[config.mk]
export PLATFORM = sky130hd
export DESIGN_NAME = midpoint_ellipse_rasterizer_unit
export DESIGN_NICKNAME = d
export VERILOG_FILES = /design/src/rtl/core/mer_pkg.sv /design/src/rtl/core/midpoint_ellipse_rasterizer_unit.sv /design/src/rtl/core/mer_mult.sv /design/src/rtl/core/mer_ctrl.sv
export SDC_FILE = /design/constraint.sdc
export NUM_CORES = 2
export LEC_CHECK = 0
export ABC_CLOCK_PERIOD_IN_PS = 12930
export BUFFER_PORTS_ARGS = -buffer_cell sky130_fd_sc_hd__buf_4
export CORE_ASPECT_RATIO = 2
export CORE_MARGIN = 2
export CORE_UTILIZATION = 45
export DETAILED_ROUTE_END_ITERATION = 8
export GPL_TIMING_DRIVEN = 0
export PLACE_DENSITY = 0.65
export SYNTH_ARGS = -nofsm -noshare
export SYNTH_HDL_FRONTEND = slang
export SYNTH_SLANG_ARGS = --single-unit
[constraint.sdc]
create_clock -name i_clk -period 12.93 [get_ports i_clk]
set_input_delay 1.9395 -clock i_clk [delete_from_list [all_inputs] [get_ports i_clk]]
set_output_delay 1.9395 -clock i_clk [all_outputs]
set_load 0.05 [all_outputs]
[src/rtl/core/mer_pkg.sv]
// Shared widths, types, sequencer codes and control structs of the midpoint ellipse rasterizer.
package mer_pkg;

    localparam int COORD_BITS  = 12;
    localparam int RADIUS_BITS = 11;
    localparam int OUT_BITS    = COORD_BITS + 2;
    localparam int OFF_BITS    = RADIUS_BITS + 1;
    localparam int T_BITS      = OFF_BITS + 1;
    localparam int SQ_BITS     = 2 * RADIUS_BITS;
    localparam int MA_BITS     = SQ_BITS;
    localparam int MB_BITS     = 2 * T_BITS;
    localparam int DEC_BITS    = MA_BITS + MB_BITS;
    localparam int CS_BITS     = ((COORD_BITS > OFF_BITS) ? COORD_BITS : OFF_BITS) + 2;

    localparam logic CMD_START   = 1'b0;
    localparam logic CMD_ADVANCE = 1'b1;

    typedef logic [COORD_BITS-1:0]         t_coord;
    typedef logic [RADIUS_BITS-1:0]        t_rad;
    typedef logic [OFF_BITS-1:0]           t_off;
    typedef logic [T_BITS-1:0]             t_tval;
    typedef logic [SQ_BITS-1:0]            t_sq;
    typedef logic [MA_BITS-1:0]            t_ma;
    typedef logic [MB_BITS-1:0]            t_mb;
    typedef logic [DEC_BITS-1:0]           t_dec;
    typedef logic signed [CS_BITS-1:0]     t_cs;
    typedef logic signed [OUT_BITS-1:0]    t_out;

    typedef enum logic [3:0] {
        ST_IDLE,
        ST_S0, ST_S1, ST_S2, ST_S3,
        ST_A0, ST_A1, ST_A2,
        ST_R0, ST_R1, ST_R2, ST_R3, ST_R4, ST_R5
    } t_state;

    typedef enum logic [2:0] {
        A_RX, A_RY, A_RX2, A_RY2, A_T, A_YM1
    } t_asel;

    typedef enum logic [3:0] {
        B_RX, B_RY, B_X, B_Y, B_T, B_YM1, B_TMP1, B_TMP2, B_RY2
    } t_bsel;

    typedef enum logic [2:0] {
        C_NONE, C_RX2, C_RY2, C_TMP1, C_TMP2
    } t_cap;

    typedef enum logic [2:0] {
        D_HOLD, D_START, D_STEP1, D_STEP2, D_LOAD, D_ADD4, D_SUB4
    } t_dop;

    typedef struct packed {
        logic accept;
        logic start;
        logic step;
        logic to_r2;
    } t_stat;

    typedef struct packed {
        logic  idle;
        t_asel a_sel;
        t_bsel b_sel;
        t_cap  cap;
        t_dop  d_op;
        logic  set_r2;
    } t_ctrl;

endpackage

[src/rtl/core/midpoint_ellipse_rasterizer_unit.sv]
// Top level of the midpoint ellipse rasterizer: datapath, output register and sequencer.
//
// Input channel (i_valid / o_stall) carries a command: 0 starts an ellipse from
// centre and radii, 1 advances one point set. Every transfer in yields exactly one
// transfer out (o_valid / i_stall). A start or an advance while idle gives an
// all-zero result; an active advance gives the four mirrored points of the
// current offset and flags the final set with o_last_point.
// The result is in the output register in the cycle after the input transfer.
// The next input is taken once the sequencer is idle:
//   start: three products on the shared multiplier, then the decision,
//   advance: two products and a two-part decision update,
//   advance that crosses into region 2: five more products,
//   advance on the final set or while idle: the sequencer stays idle.
// All of these products go through the one shared multiplier.
// A stalled result holds; a new input is taken in the cycle the result leaves.
// Reset (synchronous, active low) empties the output register and goes idle.
module midpoint_ellipse_rasterizer_unit (
    input  logic                  i_clk,
    input  logic                  i_rst_n,
    input  logic                  i_valid,
    output logic                  o_stall,
    input  logic                  i_command,
    input  mer_pkg::t_coord       i_centre_x,
    input  mer_pkg::t_coord       i_centre_y,
    input  mer_pkg::t_rad         i_radius_x,
    input  mer_pkg::t_rad         i_radius_y,
    output logic                  o_valid,
    input  logic                  i_stall,
    output logic                  o_point_valid,
    output mer_pkg::t_out         o_col_right,
    output mer_pkg::t_out         o_col_left,
    output mer_pkg::t_out         o_row_below,
    output mer_pkg::t_out         o_row_above,
    output logic                  o_last_point
);

    mer_pkg::t_ctrl  ctrl;
    mer_pkg::t_stat  stat;
    mer_pkg::t_ma    mul_a;
    mer_pkg::t_mb    mul_b;
    mer_pkg::t_dec   prod;

    logic            r_active;
    logic            r_ovalid;
    logic            r_r2;
    logic            r_xinc;
    logic            r_ydec;
    mer_pkg::t_coord r_cx;
    mer_pkg::t_coord r_cy;
    mer_pkg::t_rad   r_rx;
    mer_pkg::t_rad   r_ry;
    mer_pkg::t_sq    r_rx2;
    mer_pkg::t_sq    r_ry2;
    mer_pkg::t_off   r_x;
    mer_pkg::t_rad   r_y;
    mer_pkg::t_dec   r_dec;
    mer_pkg::t_dec   r_tmp1;
    mer_pkg::t_mb    r_tmp2;

    logic            r_point_valid;
    mer_pkg::t_out   r_col_right;
    mer_pkg::t_out   r_col_left;
    mer_pkg::t_out   r_row_below;
    mer_pkg::t_out   r_row_above;
    logic            r_last_point;

    logic            ready;
    logic            in_acc;
    logic            is_start;
    logic            dec_neg;
    logic            dec_pos;
    logic            xinc_now;
    logic            ydec_now;
    logic            last_now;
    mer_pkg::t_tval  t_val;
    mer_pkg::t_rad   ym1;
    mer_pkg::t_dec   p4;
    mer_pkg::t_dec   p8;
    mer_pkg::t_dec   rx2_4;
    mer_pkg::t_dec   ry2_4;
    mer_pkg::t_cs    cx_w;
    mer_pkg::t_cs    cy_w;
    mer_pkg::t_cs    x_w;
    mer_pkg::t_cs    y_w;

    assign ready    = ctrl.idle && (!r_ovalid || !i_stall);
    assign o_stall  = !ready;
    assign in_acc   = i_valid && ready;
    assign is_start = (i_command == mer_pkg::CMD_START);

    assign dec_neg  = r_dec[mer_pkg::DEC_BITS-1];
    assign dec_pos  = !dec_neg && (r_dec != '0);
    assign xinc_now = !r_r2 || !dec_pos;
    assign ydec_now = r_r2 || !dec_neg;
    assign last_now = ydec_now && (r_y == '0);

    assign t_val = {r_x, 1'b1};
    assign ym1   = (r_y == '0) ? mer_pkg::t_rad'(1) : (r_y - mer_pkg::t_rad'(1));

    assign p4    = {prod[mer_pkg::DEC_BITS-3:0], 2'b00};
    assign p8    = {prod[mer_pkg::DEC_BITS-4:0], 3'b000};
    assign rx2_4 = {mer_pkg::t_dec'(r_rx2)} << 2;
    assign ry2_4 = {mer_pkg::t_dec'(r_ry2)} << 2;

    assign cx_w = mer_pkg::t_cs'(r_cx);
    assign cy_w = mer_pkg::t_cs'(r_cy);
    assign x_w  = mer_pkg::t_cs'(r_x);
    assign y_w  = mer_pkg::t_cs'(r_y);

    assign stat.accept = in_acc;
    assign stat.start  = is_start;
    assign stat.step   = r_active && !last_now;
    assign stat.to_r2  = !r_r2 && (r_tmp1 > prod);

    mer_ctrl u_ctrl (
        .i_clk   (i_clk),
        .i_rst_n (i_rst_n),
        .i_stat  (stat),
        .o_ctrl  (ctrl)
    );

    mer_mult u_mult (
        .i_clk  (i_clk),
        .i_a    (mul_a),
        .i_b    (mul_b),
        .o_prod (prod)
    );

    always_comb begin
        unique case (ctrl.a_sel)
            mer_pkg::A_RX:  mul_a = mer_pkg::t_ma'(r_rx);
            mer_pkg::A_RY:  mul_a = mer_pkg::t_ma'(r_ry);
            mer_pkg::A_RX2: mul_a = mer_pkg::t_ma'(r_rx2);
            mer_pkg::A_RY2: mul_a = mer_pkg::t_ma'(r_ry2);
            mer_pkg::A_T:   mul_a = mer_pkg::t_ma'(t_val);
            mer_pkg::A_YM1: mul_a = mer_pkg::t_ma'(ym1);
            default:        mul_a = '0;
        endcase
        unique case (ctrl.b_sel)
            mer_pkg::B_RX:   mul_b = mer_pkg::t_mb'(r_rx);
            mer_pkg::B_RY:   mul_b = mer_pkg::t_mb'(r_ry);
            mer_pkg::B_X:    mul_b = mer_pkg::t_mb'(r_x);
            mer_pkg::B_Y:    mul_b = mer_pkg::t_mb'(r_y);
            mer_pkg::B_T:    mul_b = mer_pkg::t_mb'(t_val);
            mer_pkg::B_YM1:  mul_b = mer_pkg::t_mb'(ym1);
            mer_pkg::B_TMP1: mul_b = r_tmp1[mer_pkg::MB_BITS-1:0];
            mer_pkg::B_TMP2: mul_b = r_tmp2;
            mer_pkg::B_RY2:  mul_b = mer_pkg::t_mb'(r_ry2);
            default:         mul_b = '0;
        endcase
    end

    always_ff @(posedge i_clk) begin
        if (!i_rst_n) begin
            r_active <= 1'b0;
            r_ovalid <= 1'b0;
        end else begin
            if (in_acc) begin
                r_ovalid <= 1'b1;
            end else if (!i_stall) begin
                r_ovalid <= 1'b0;
            end
            if (in_acc) begin
                if (is_start) begin
                    r_active <= 1'b1;
                end else if (r_active && last_now) begin
                    r_active <= 1'b0;
                end
            end
        end
    end

    // output payload and per-point stepping at the input transfer
    always_ff @(posedge i_clk) begin
        if (in_acc) begin
            if (is_start) begin
                r_point_valid <= 1'b0;
                r_col_right   <= '0;
                r_col_left    <= '0;
                r_row_below   <= '0;
                r_row_above   <= '0;
                r_last_point  <= 1'b0;
                r_cx          <= i_centre_x;
                r_cy          <= i_centre_y;
                r_rx          <= i_radius_x;
                r_ry          <= i_radius_y;
                r_x           <= '0;
                r_y           <= i_radius_y;
            end else if (r_active) begin
                r_point_valid <= 1'b1;
                r_col_right   <= mer_pkg::t_out'(cx_w + x_w);
                r_col_left    <= mer_pkg::t_out'(cx_w - x_w);
                r_row_below   <= mer_pkg::t_out'(cy_w + y_w);
                r_row_above   <= mer_pkg::t_out'(cy_w - y_w);
                r_last_point  <= last_now;
                r_xinc        <= xinc_now;
                r_ydec        <= ydec_now;
                r_x           <= r_x + mer_pkg::t_off'(xinc_now);
                if (ydec_now && (r_y != '0)) begin
                    r_y <= r_y - mer_pkg::t_rad'(1);
                end
            end else begin
                r_point_valid <= 1'b0;
                r_col_right   <= '0;
                r_col_left    <= '0;
                r_row_below   <= '0;
                r_row_above   <= '0;
                r_last_point  <= 1'b0;
            end
        end
    end

    always_ff @(posedge i_clk) begin
        if (in_acc && is_start) begin
            r_r2 <= 1'b0;
        end else if (ctrl.set_r2) begin
            r_r2 <= 1'b1;
        end
    end

    always_ff @(posedge i_clk) begin
        unique case (ctrl.cap)
            mer_pkg::C_NONE: ;
            mer_pkg::C_RX2:  r_rx2  <= prod[mer_pkg::SQ_BITS-1:0];
            mer_pkg::C_RY2:  r_ry2  <= prod[mer_pkg::SQ_BITS-1:0];
            mer_pkg::C_TMP1: r_tmp1 <= prod;
            mer_pkg::C_TMP2: r_tmp2 <= prod[mer_pkg::MB_BITS-1:0];
            default: ;
        endcase
    end

    // decision kept at four times the textbook value, wrapping in DEC_BITS
    always_ff @(posedge i_clk) begin
        unique case (ctrl.d_op)
            mer_pkg::D_HOLD:  ;
            mer_pkg::D_START: r_dec <= ry2_4 - p4 + mer_pkg::t_dec'(r_rx2);
            mer_pkg::D_STEP1: r_dec <= r_dec + (r_xinc ? p8 : '0) + (r_r2 ? rx2_4 : ry2_4);
            mer_pkg::D_STEP2: r_dec <= r_dec - (r_ydec ? p8 : '0);
            mer_pkg::D_LOAD:  r_dec <= prod;
            mer_pkg::D_ADD4:  r_dec <= r_dec + p4;
            mer_pkg::D_SUB4:  r_dec <= r_dec - p4;
            default: ;
        endcase
    end

    assign o_valid       = r_ovalid;
    assign o_point_valid = r_point_valid;
    assign o_col_right   = r_col_right;
    assign o_col_left    = r_col_left;
    assign o_row_below   = r_row_below;
    assign o_row_above   = r_row_above;
    assign o_last_point  = r_last_point;

endmodule

[src/rtl/core/mer_mult.sv]
// Shared unsigned multiplier with a registered product.
module mer_mult (
    input  logic           i_clk,
    input  mer_pkg::t_ma   i_a,
    input  mer_pkg::t_mb   i_b,
    output mer_pkg::t_dec  o_prod
);

    mer_pkg::t_dec r_prod;

    always_ff @(posedge i_clk) begin
        r_prod <= mer_pkg::t_dec'(i_a) * mer_pkg::t_dec'(i_b);
    end

    assign o_prod = r_prod;

endmodule

[src/rtl/core/mer_ctrl.sv]
// Sequencer that schedules the shared multiplier and the decision updates.
module mer_ctrl (
    input  logic            i_clk,
    input  logic            i_rst_n,
    input  mer_pkg::t_stat  i_stat,
    output mer_pkg::t_ctrl  o_ctrl
);

    mer_pkg::t_state r_state;
    mer_pkg::t_state n_state;

    always_ff @(posedge i_clk) begin
        if (!i_rst_n) begin
            r_state <= mer_pkg::ST_IDLE;
        end else begin
            r_state <= n_state;
        end
    end

    always_comb begin
        n_state       = r_state;
        o_ctrl.idle   = 1'b0;
        o_ctrl.a_sel  = mer_pkg::A_RX;
        o_ctrl.b_sel  = mer_pkg::B_RX;
        o_ctrl.cap    = mer_pkg::C_NONE;
        o_ctrl.d_op   = mer_pkg::D_HOLD;
        o_ctrl.set_r2 = 1'b0;
        unique case (r_state)
            mer_pkg::ST_IDLE: begin
                o_ctrl.idle = 1'b1;
                if (i_stat.accept) begin
                    if (i_stat.start) begin
                        n_state = mer_pkg::ST_S0;
                    end else if (i_stat.step) begin
                        n_state = mer_pkg::ST_A0;
                    end
                end
            end
            mer_pkg::ST_S0: begin
                o_ctrl.a_sel = mer_pkg::A_RX;
                o_ctrl.b_sel = mer_pkg::B_RX;
                n_state      = mer_pkg::ST_S1;
            end
            mer_pkg::ST_S1: begin
                o_ctrl.a_sel = mer_pkg::A_RY;
                o_ctrl.b_sel = mer_pkg::B_RY;
                o_ctrl.cap   = mer_pkg::C_RX2;
                n_state      = mer_pkg::ST_S2;
            end
            mer_pkg::ST_S2: begin
                o_ctrl.a_sel = mer_pkg::A_RX2;
                o_ctrl.b_sel = mer_pkg::B_RY;
                o_ctrl.cap   = mer_pkg::C_RY2;
                n_state      = mer_pkg::ST_S3;
            end
            mer_pkg::ST_S3: begin
                o_ctrl.d_op = mer_pkg::D_START;
                n_state     = mer_pkg::ST_IDLE;
            end
            mer_pkg::ST_A0: begin
                o_ctrl.a_sel = mer_pkg::A_RY2;
                o_ctrl.b_sel = mer_pkg::B_X;
                n_state      = mer_pkg::ST_A1;
            end
            mer_pkg::ST_A1: begin
                o_ctrl.a_sel = mer_pkg::A_RX2;
                o_ctrl.b_sel = mer_pkg::B_Y;
                o_ctrl.cap   = mer_pkg::C_TMP1;
                o_ctrl.d_op  = mer_pkg::D_STEP1;
                n_state      = mer_pkg::ST_A2;
            end
            mer_pkg::ST_A2: begin
                o_ctrl.d_op = mer_pkg::D_STEP2;
                n_state     = i_stat.to_r2 ? mer_pkg::ST_R0 : mer_pkg::ST_IDLE;
            end
            mer_pkg::ST_R0: begin
                o_ctrl.a_sel = mer_pkg::A_T;
                o_ctrl.b_sel = mer_pkg::B_T;
                n_state      = mer_pkg::ST_R1;
            end
            mer_pkg::ST_R1: begin
                o_ctrl.a_sel = mer_pkg::A_YM1;
                o_ctrl.b_sel = mer_pkg::B_YM1;
                o_ctrl.cap   = mer_pkg::C_TMP1;
                n_state      = mer_pkg::ST_R2;
            end
            mer_pkg::ST_R2: begin
                o_ctrl.a_sel = mer_pkg::A_RY2;
                o_ctrl.b_sel = mer_pkg::B_TMP1;
                o_ctrl.cap   = mer_pkg::C_TMP2;
                n_state      = mer_pkg::ST_R3;
            end
            mer_pkg::ST_R3: begin
                o_ctrl.a_sel = mer_pkg::A_RX2;
                o_ctrl.b_sel = mer_pkg::B_TMP2;
                o_ctrl.d_op  = mer_pkg::D_LOAD;
                n_state      = mer_pkg::ST_R4;
            end
            mer_pkg::ST_R4: begin
                o_ctrl.a_sel = mer_pkg::A_RX2;
                o_ctrl.b_sel = mer_pkg::B_RY2;
                o_ctrl.d_op  = mer_pkg::D_ADD4;
                n_state      = mer_pkg::ST_R5;
            end
            mer_pkg::ST_R5: begin
                o_ctrl.d_op   = mer_pkg::D_SUB4;
                o_ctrl.set_r2 = 1'b1;
                n_state       = mer_pkg::ST_IDLE;
            end
            default: begin
                n_state = mer_pkg::ST_IDLE;
            end
        endcase
    end

endmodule

### After elaboration in Yosys (flattened, before gate mapping)

Cells that the tools add are included.

| word-level totals | value |
|---|---|
| bits in registers | 350 |
| latch bits | 0 |
| memory bits (writable) | 0 |
| ROM bits | 0 |
| input port bits | 51 |
| output and inout port bits | 60 |
| memories | 0 |

| cells by class | value |
|---|---|
| add/sub/neg operators | 13 |
| multipliers | 1 |
| divide/modulo/power cells | 0 |
| $lt $le $gt $ge | 1 |
| equal/unequal tests | 42 |
| shift-type cells | 0 |
| muxes and demuxes | 26 |
| bitwise operators | 1 |
| reduce and logical (&&, ||, !) cells | 34 |

Operators by type and width:

| cell | number |
|---|---|
| 48-bit case mux with 6 select lines | 1 |
| 26-bit case mux with 9 select lines | 1 |
| 22-bit case mux with 6 select lines | 1 |
| 48-bit adder | 2 |
| 48-bit 2-to-1 mux | 2 |
| 48-bit subtractor | 2 |
| 7-bit case mux with 9 select lines | 1 |
| 48-bit by 22-bit adder with 48-bit output | 1 |
| 48-bit by 24-bit adder with 48-bit output | 1 |
| 48-bit greater-than comparator | 1 |
| 22-bit by 26-bit multiplier with 48-bit output | 1 |
| 4-bit case mux with 12 select lines | 1 |
| 48-bit nonzero test | 1 |
| 24-bit by 48-bit subtractor with 48-bit output | 1 |
| 11-bit 2-to-1 mux | 4 |
| 4-bit by 3-bit equality test with 1-bit output, second input constant | 8 |
| 4-bit equality test, second input constant | 7 |
| 24-bit 2-to-1 mux | 1 |
| 3-bit by 2-bit equality test with 1-bit output, second input constant | 6 |
| 3-bit equality test, second input constant | 6 |
| 3-bit case mux with 6 select lines | 1 |
| 4-bit by 2-bit equality test with 1-bit output, second input constant | 4 |
| 4-bit 2-to-1 mux | 4 |
| 12-bit by 11-bit adder with 13-bit output | 1 |
| other kinds (25) | 59 |

### Logic depth before layout (Yosys ltp)

| depth | value |
|---|---|
| word-level depth | 9 |
| depth in mapped cells | 37 |

### Modules after synthesis

A second synthesis with hierarchy kept.

| second synthesis, totals | value |
|---|---|
| cell total of the unflattened synthesis | 5417 |
| area total of the unflattened synthesis | 47962.2 um2 |

By module, submodules not included:

| module | instances | cells each | area an instance (um2) |
|---|---|---|---|
| midpoint_ellipse_rasterizer_unit | 1 | 3187 | 28075.7 |
| mer_mult | 1 | 2166 | 19456.2 |
| mer_ctrl | 1 | 64 | 430.4 |

### Least setup slack after synthesis

No wires, ideal clock.

| timing path | value |
|---|---|
| path type | flip-flop to flip-flop |
| from | register u_ctrl.r_state[0] |
| to | register u_mult.r_prod[46], in the netlist u_mult.o_prod[46] |
| setup time | 124 ps |
| arrival | 8837 ps |
| required time | 12806 ps |
| path slack | 3969 ps |
| stages on the path, launching flop included | 34 |
| buffers on the path | 4 |
| clock period less this slack | 8961 ps |
| path through | dfxtp_1 clkbuf_1 inv_1 nand2_1 nor2_1 clkbuf_1 buf_1 nand2_1 nand4_1 clkbuf_1 nand2_1 fa_1 fa_1 fa_1 inv_1 fa_1 inv_1 fa_1 inv_1 fa_1 inv_1 fa_1 inv_1 ha_1 nand3_1 or3_1 nor2_1 a21boi_0 o21ai_0 a41o_1 a21oi_1 o21ai_0 a311oi_1 xnor2_1 |

| between the ends | value |
|---|---|
| cells in the longest elaborated chain, start to end | 5 |
| elaborated cells between the ends (all ways) | 28 |
| classes of those cells | 1 x mul; 22 x eq/ne; 3 x mux; 2 x reduce/logical |

RTL lines:

| item | RTL line | text |
|---|---|---|
| from (decl) | mer_ctrl.sv:9 | `mer_pkg::t_state r_state;` |
| from (signal assigned) | mer_ctrl.sv:14 | `r_state <= mer_pkg::ST_IDLE;` |
| from (signal assigned) | mer_ctrl.sv:16 | `r_state <= n_state;` |
| 4-bit equality test (tied with other cells) | mer_ctrl.sv:28 | `unique case (r_state)` |
| 7-bit case mux with 9 select lines * | mer_ctrl.sv:28 |  |
| 4-bit equality test (tied with other cells) | midpoint_ellipse_rasterizer_unit.sv:139 | `unique case (ctrl.b_sel)` |
| 26-bit case mux with 9 select lines or 22-bit case mux with 6 select lines (tied branches) | midpoint_ellipse_rasterizer_unit.sv:139, midpoint_ellipse_rasterizer_unit.sv:130 |  |
| 22-bit by 26-bit multiplier with 48-bit output * | mer_mult.sv:12 | `r_prod <= mer_pkg::t_dec'(i_a) * mer_pkg::t_dec'(i_b);` |
| to (signal assigned) | mer_mult.sv:12 |  |
| to (decl) | mer_mult.sv:9 | `mer_pkg::t_dec r_prod;` |

Mark *: on every way between the ends. The rest lies on a longest branch, timed or not.
A chain may end at the register's enable or synchronous reset.

### Worst setup path after layout

| timing path | value |
|---|---|
| from | register u_ctrl.r_state[0] |
| to | register u_mult.r_prod[42], in the netlist u_mult.o_prod[42] |

The elaborated chain is that of the path after synthesis.

==> summary.txt <==
Layout
  – Commonest cells after routing, fill and taps aside: inv_1 (715), nand2_1 (663), fa_1 (525)
  – Area growth, synth to finish: 8.664%
  – Commonest non-fill, non-tap cell in the layout: inv_1
  – # nets final: 6,379
  – Fraction of layout cells with a size suffix above 1: 0.04458
  – Layout fillers: 9,913
  – Core Util, Final: 0.4918

Synthesis
  – Top post-synthesis cells by area: fa_1 (23%), edfxtp_1 (19%), ha_1 (12%)
  – Post-synth top area cell: fa_1
  – Synth Flop Type: edfxtp_1
  – Avg Cell Area, Syn: 8.883 µm²
  – Top-area cell type share of the netlist area: 0.2277
  – Sequential cell area fraction in the yosys report: 0.2119
  – Mapped cell area: 46,160 µm²
  – Post-synth EDFFs: 289
  – FF+latch count, synth: 344
  – Post-synth cell types: 76
  – Post-synthesis async set-or-reset flop share: 0
  – Ys Warns: 0
  – Post-Syn Instances: 5,196

Die
  – I/O pin count: 111
  – DIE HEIGHT: 456.9 µm
  – Die Wd: 230.5 µm
  – Area of the core: 102,000 µm²
  – Initial Util: 0.4526
  – Cell row count: 166
  – Die area: 105,300 µm²

Clock network
  – TritonCTS clock tree: yes
  – CTS Hold Buffers Added: 0
  – Root Driver: clkbuf_16
  – Buffers inserted by post-CTS timing repair: 0
  – Clock slew at reported path FFs: 70 ps
  – CTS Buffer Depth: 3
  – CTS Sinks: 344
  – CTS resizes: 0
  – Clk Latency, worst-skew pair: 620 ps
  – CTS Buf Count: 36
  – H-tree depth: 2

Timing
  – RSZ-0062 raised after global routing: false
  – Final Critical Period: 12,230 ps
  – Slack of the critical path: 697.0 ps
  – Finish-stage setup viols: 0
  – Fin. Hold Viols: 0
  – Fin. max-slew vios: 24
  – Period utilization: 0.9461
  – Clock Skew: 50.70 ps
  – Max frequency: 81.75 MHz
  – Rel. slew slack: -0.03845
  – Setup TNS: 0 ps
  – Worst-margin pin slew: 1558 ps

Worst setup path
  – Crit. End Element: flop
  – Crit path capture: u_mult.o_prod[42]
  – Cells on worst reg2reg path: 33
  – CP required: 13,420 ps
  – Most Frequent Cell on Critical Path: fa_1
  – Worst path arrival time: 12,720 ps
  – CP startpoint kind: flop
  – Reg2reg start: u_ctrl.r_state[0]
  – Crit-path slowest cell: o21ai_0
  – Top delay family on crit path: adder cells
  – Crit path buffers/inverters: 10
  – Critical setup path kind: reg -> reg
  – Crit path launch: u_ctrl.r_state[0]
  – R2R Path End: u_mult.o_prod[42]
  – Instance count on the critical path: 33
  – Max FO, Critical Path: 35
  – R2r setup slk: 700 ps
  – Max incr delay on CP: 1170 ps

Route
  – Vias/cell: 6.015
  – Iteration-0 DRC Markers: 3,058
  – # DRC: 0
  – Final WL: 197,700 µm
  – Router iterations before antenna repair: 9
  – Routed len/inst: 29.38 µm
  – Via Count: 40,470
  – Post-DRT Antenna Nets: 0

Hold path
  – Hold Crit Class: reg -> reg
  – Worst Hold Depth: 0

Job
  – Max cap viols: 2

Status
  – Failing checks: max-capacitance violations, max-slew violations
  – Status: complete, but fails checks

GRT
  – First-pass GRT wire length: 285,600 µm
  – Largest net degree at the start of global routing: 49
  – Overflow left after global routing: 0
  – Vias in the first global route: 43,100
  – Antenna violations before repair: 6
  – All-Layer GR Usage: 0.3777

Place
  – Pre-CTS WS: 958.4 ps
  – Detail Placement HPWL: 164,000 µm
  – PortBufs: 108
  – RePlAce Congestion: 1.052
## routing by layer
layer | global-route usage | up-vias | share of wire
li1 | - | 17840 | -
met1 | 0.3620 | 20100 | 0.31
met2 | 0.6921 | 1749 | 0.52
met3 | 0.04123 | 787 | 0.049
met4 | 0.3584 | 0 | 0.12
met5 | 0 | - | 0
## Yosys cell counts (8+ instances only)
cell / number
inv_1: 716
nand2_1: 664
fa_1: 525
ha_1: 445
nor2_1: 393
edfxtp_1: 289
a21oi_1: 279
o21ai_0: 229
clkbuf_1: 213
xnor2_1: 212
and2_1: 102
a21o_1: 96
a22oi_1: 76
xor2_1: 76
nand3_1: 73
nand4_1: 64
nor3_1: 63
dfxtp_1: 55
nand2b_1: 55
nor2b_1: 44
o21bai_1: 31
o21a_1: 30
a31oi_1: 28
or3_1: 27
o211ai_1: 26
a221oi_1: 25
a222oi_1: 25
a211oi_1: 24
and3_1: 23
o31ai_1: 22
and4_1: 21
nor4_1: 21
buf_1: 15
o22ai_1: 15
a22o_1: 14
a21boi_0: 12
mux2i_1: 12
o221ai_1: 11
o41ai_1: 11
or2_2: 11
a211o_1: 10
mux2_2: 9
or4_1: 9
a41o_1: 8
## state kept, by name, indices dropped and copies added, names as in the netlist
register and cells:
r_dec 48, r_tmp1 48, u_mult.o_prod 48, r_tmp2 26, r_rx2 22, r_ry2 22
o_col_left 13, o_row_above 13, o_col_right 12, o_row_below 12, r_cx 12, r_cy 12
r_x 12, r_rx 11, r_ry 11, r_y 11, u_ctrl.r_state 4, o_last_point 1
o_point_valid 1, o_valid 1, r_active 1, r_r2 1, r_xinc 1, r_ydec 1
## metrics by stage
stage,hold slack (ps),instances,cell area [µm²]
after floorplan,406.4,5197,46160
after global routing,473.2,6729,50150
after CTS,448.4,6727,50130
after detailed placement,433.5,6663,48880
after global placement,433.7,6649,48650
final,443.3,6729,50150
## cell type report
type	instances	area, µm²	share of cell area
multi-input combinational	3901	32840	0.6548
timing repair buffer	123	991.0	0.01976
sequential	344	9779	0.1950
antenna	1	2.502	0.00004989
clock inverter	20	249.0	0.004964
buffer	236	919.6	0.01834
tap	1344	1682	0.03353
clock buffer	44	1003	0.02001
inverter	716	2688	0.05359
## how the worst min path moves through the flow
stage,start,endpoint
3_5_place_dp,u_mult.o_prod[42],r_tmp1[42]
5_1_grt,u_mult.o_prod[42],r_tmp1[42]
4_1_cts,u_mult.o_prod[42],r_tmp1[42]
2_1_floorplan,u_mult.o_prod[28],r_tmp1[28]
3_3_place_gp,u_mult.o_prod[42],r_tmp1[42]
6_report,u_mult.o_prod[42],r_tmp1[42]
## cell families (layout without fill, tap and decap cells)
| group | after synthesis | after routing | share of synthesized area |
|---|---|---|---|
| compound gates | 1035 | 1035 | 0.1460 |
| xor+xnor | 288 | 288 | 0.05465 |
| fa+ha+maj | 970 | 970 | 0.3483 |
| buf+inv | 952 | 1139 | 0.07810 |
| flops | 344 | 344 | 0.2119 |
| mux | 21 | 21 | 0.004798 |
| other cells | 1 | 3 | 0.00008125 |
| simple gates | 1585 | 1585 | 0.1561 |
Power is left out: the tool's default activity adds up to more than one toggle a clock period on the data nets, which glitch-free logic cannot reach.
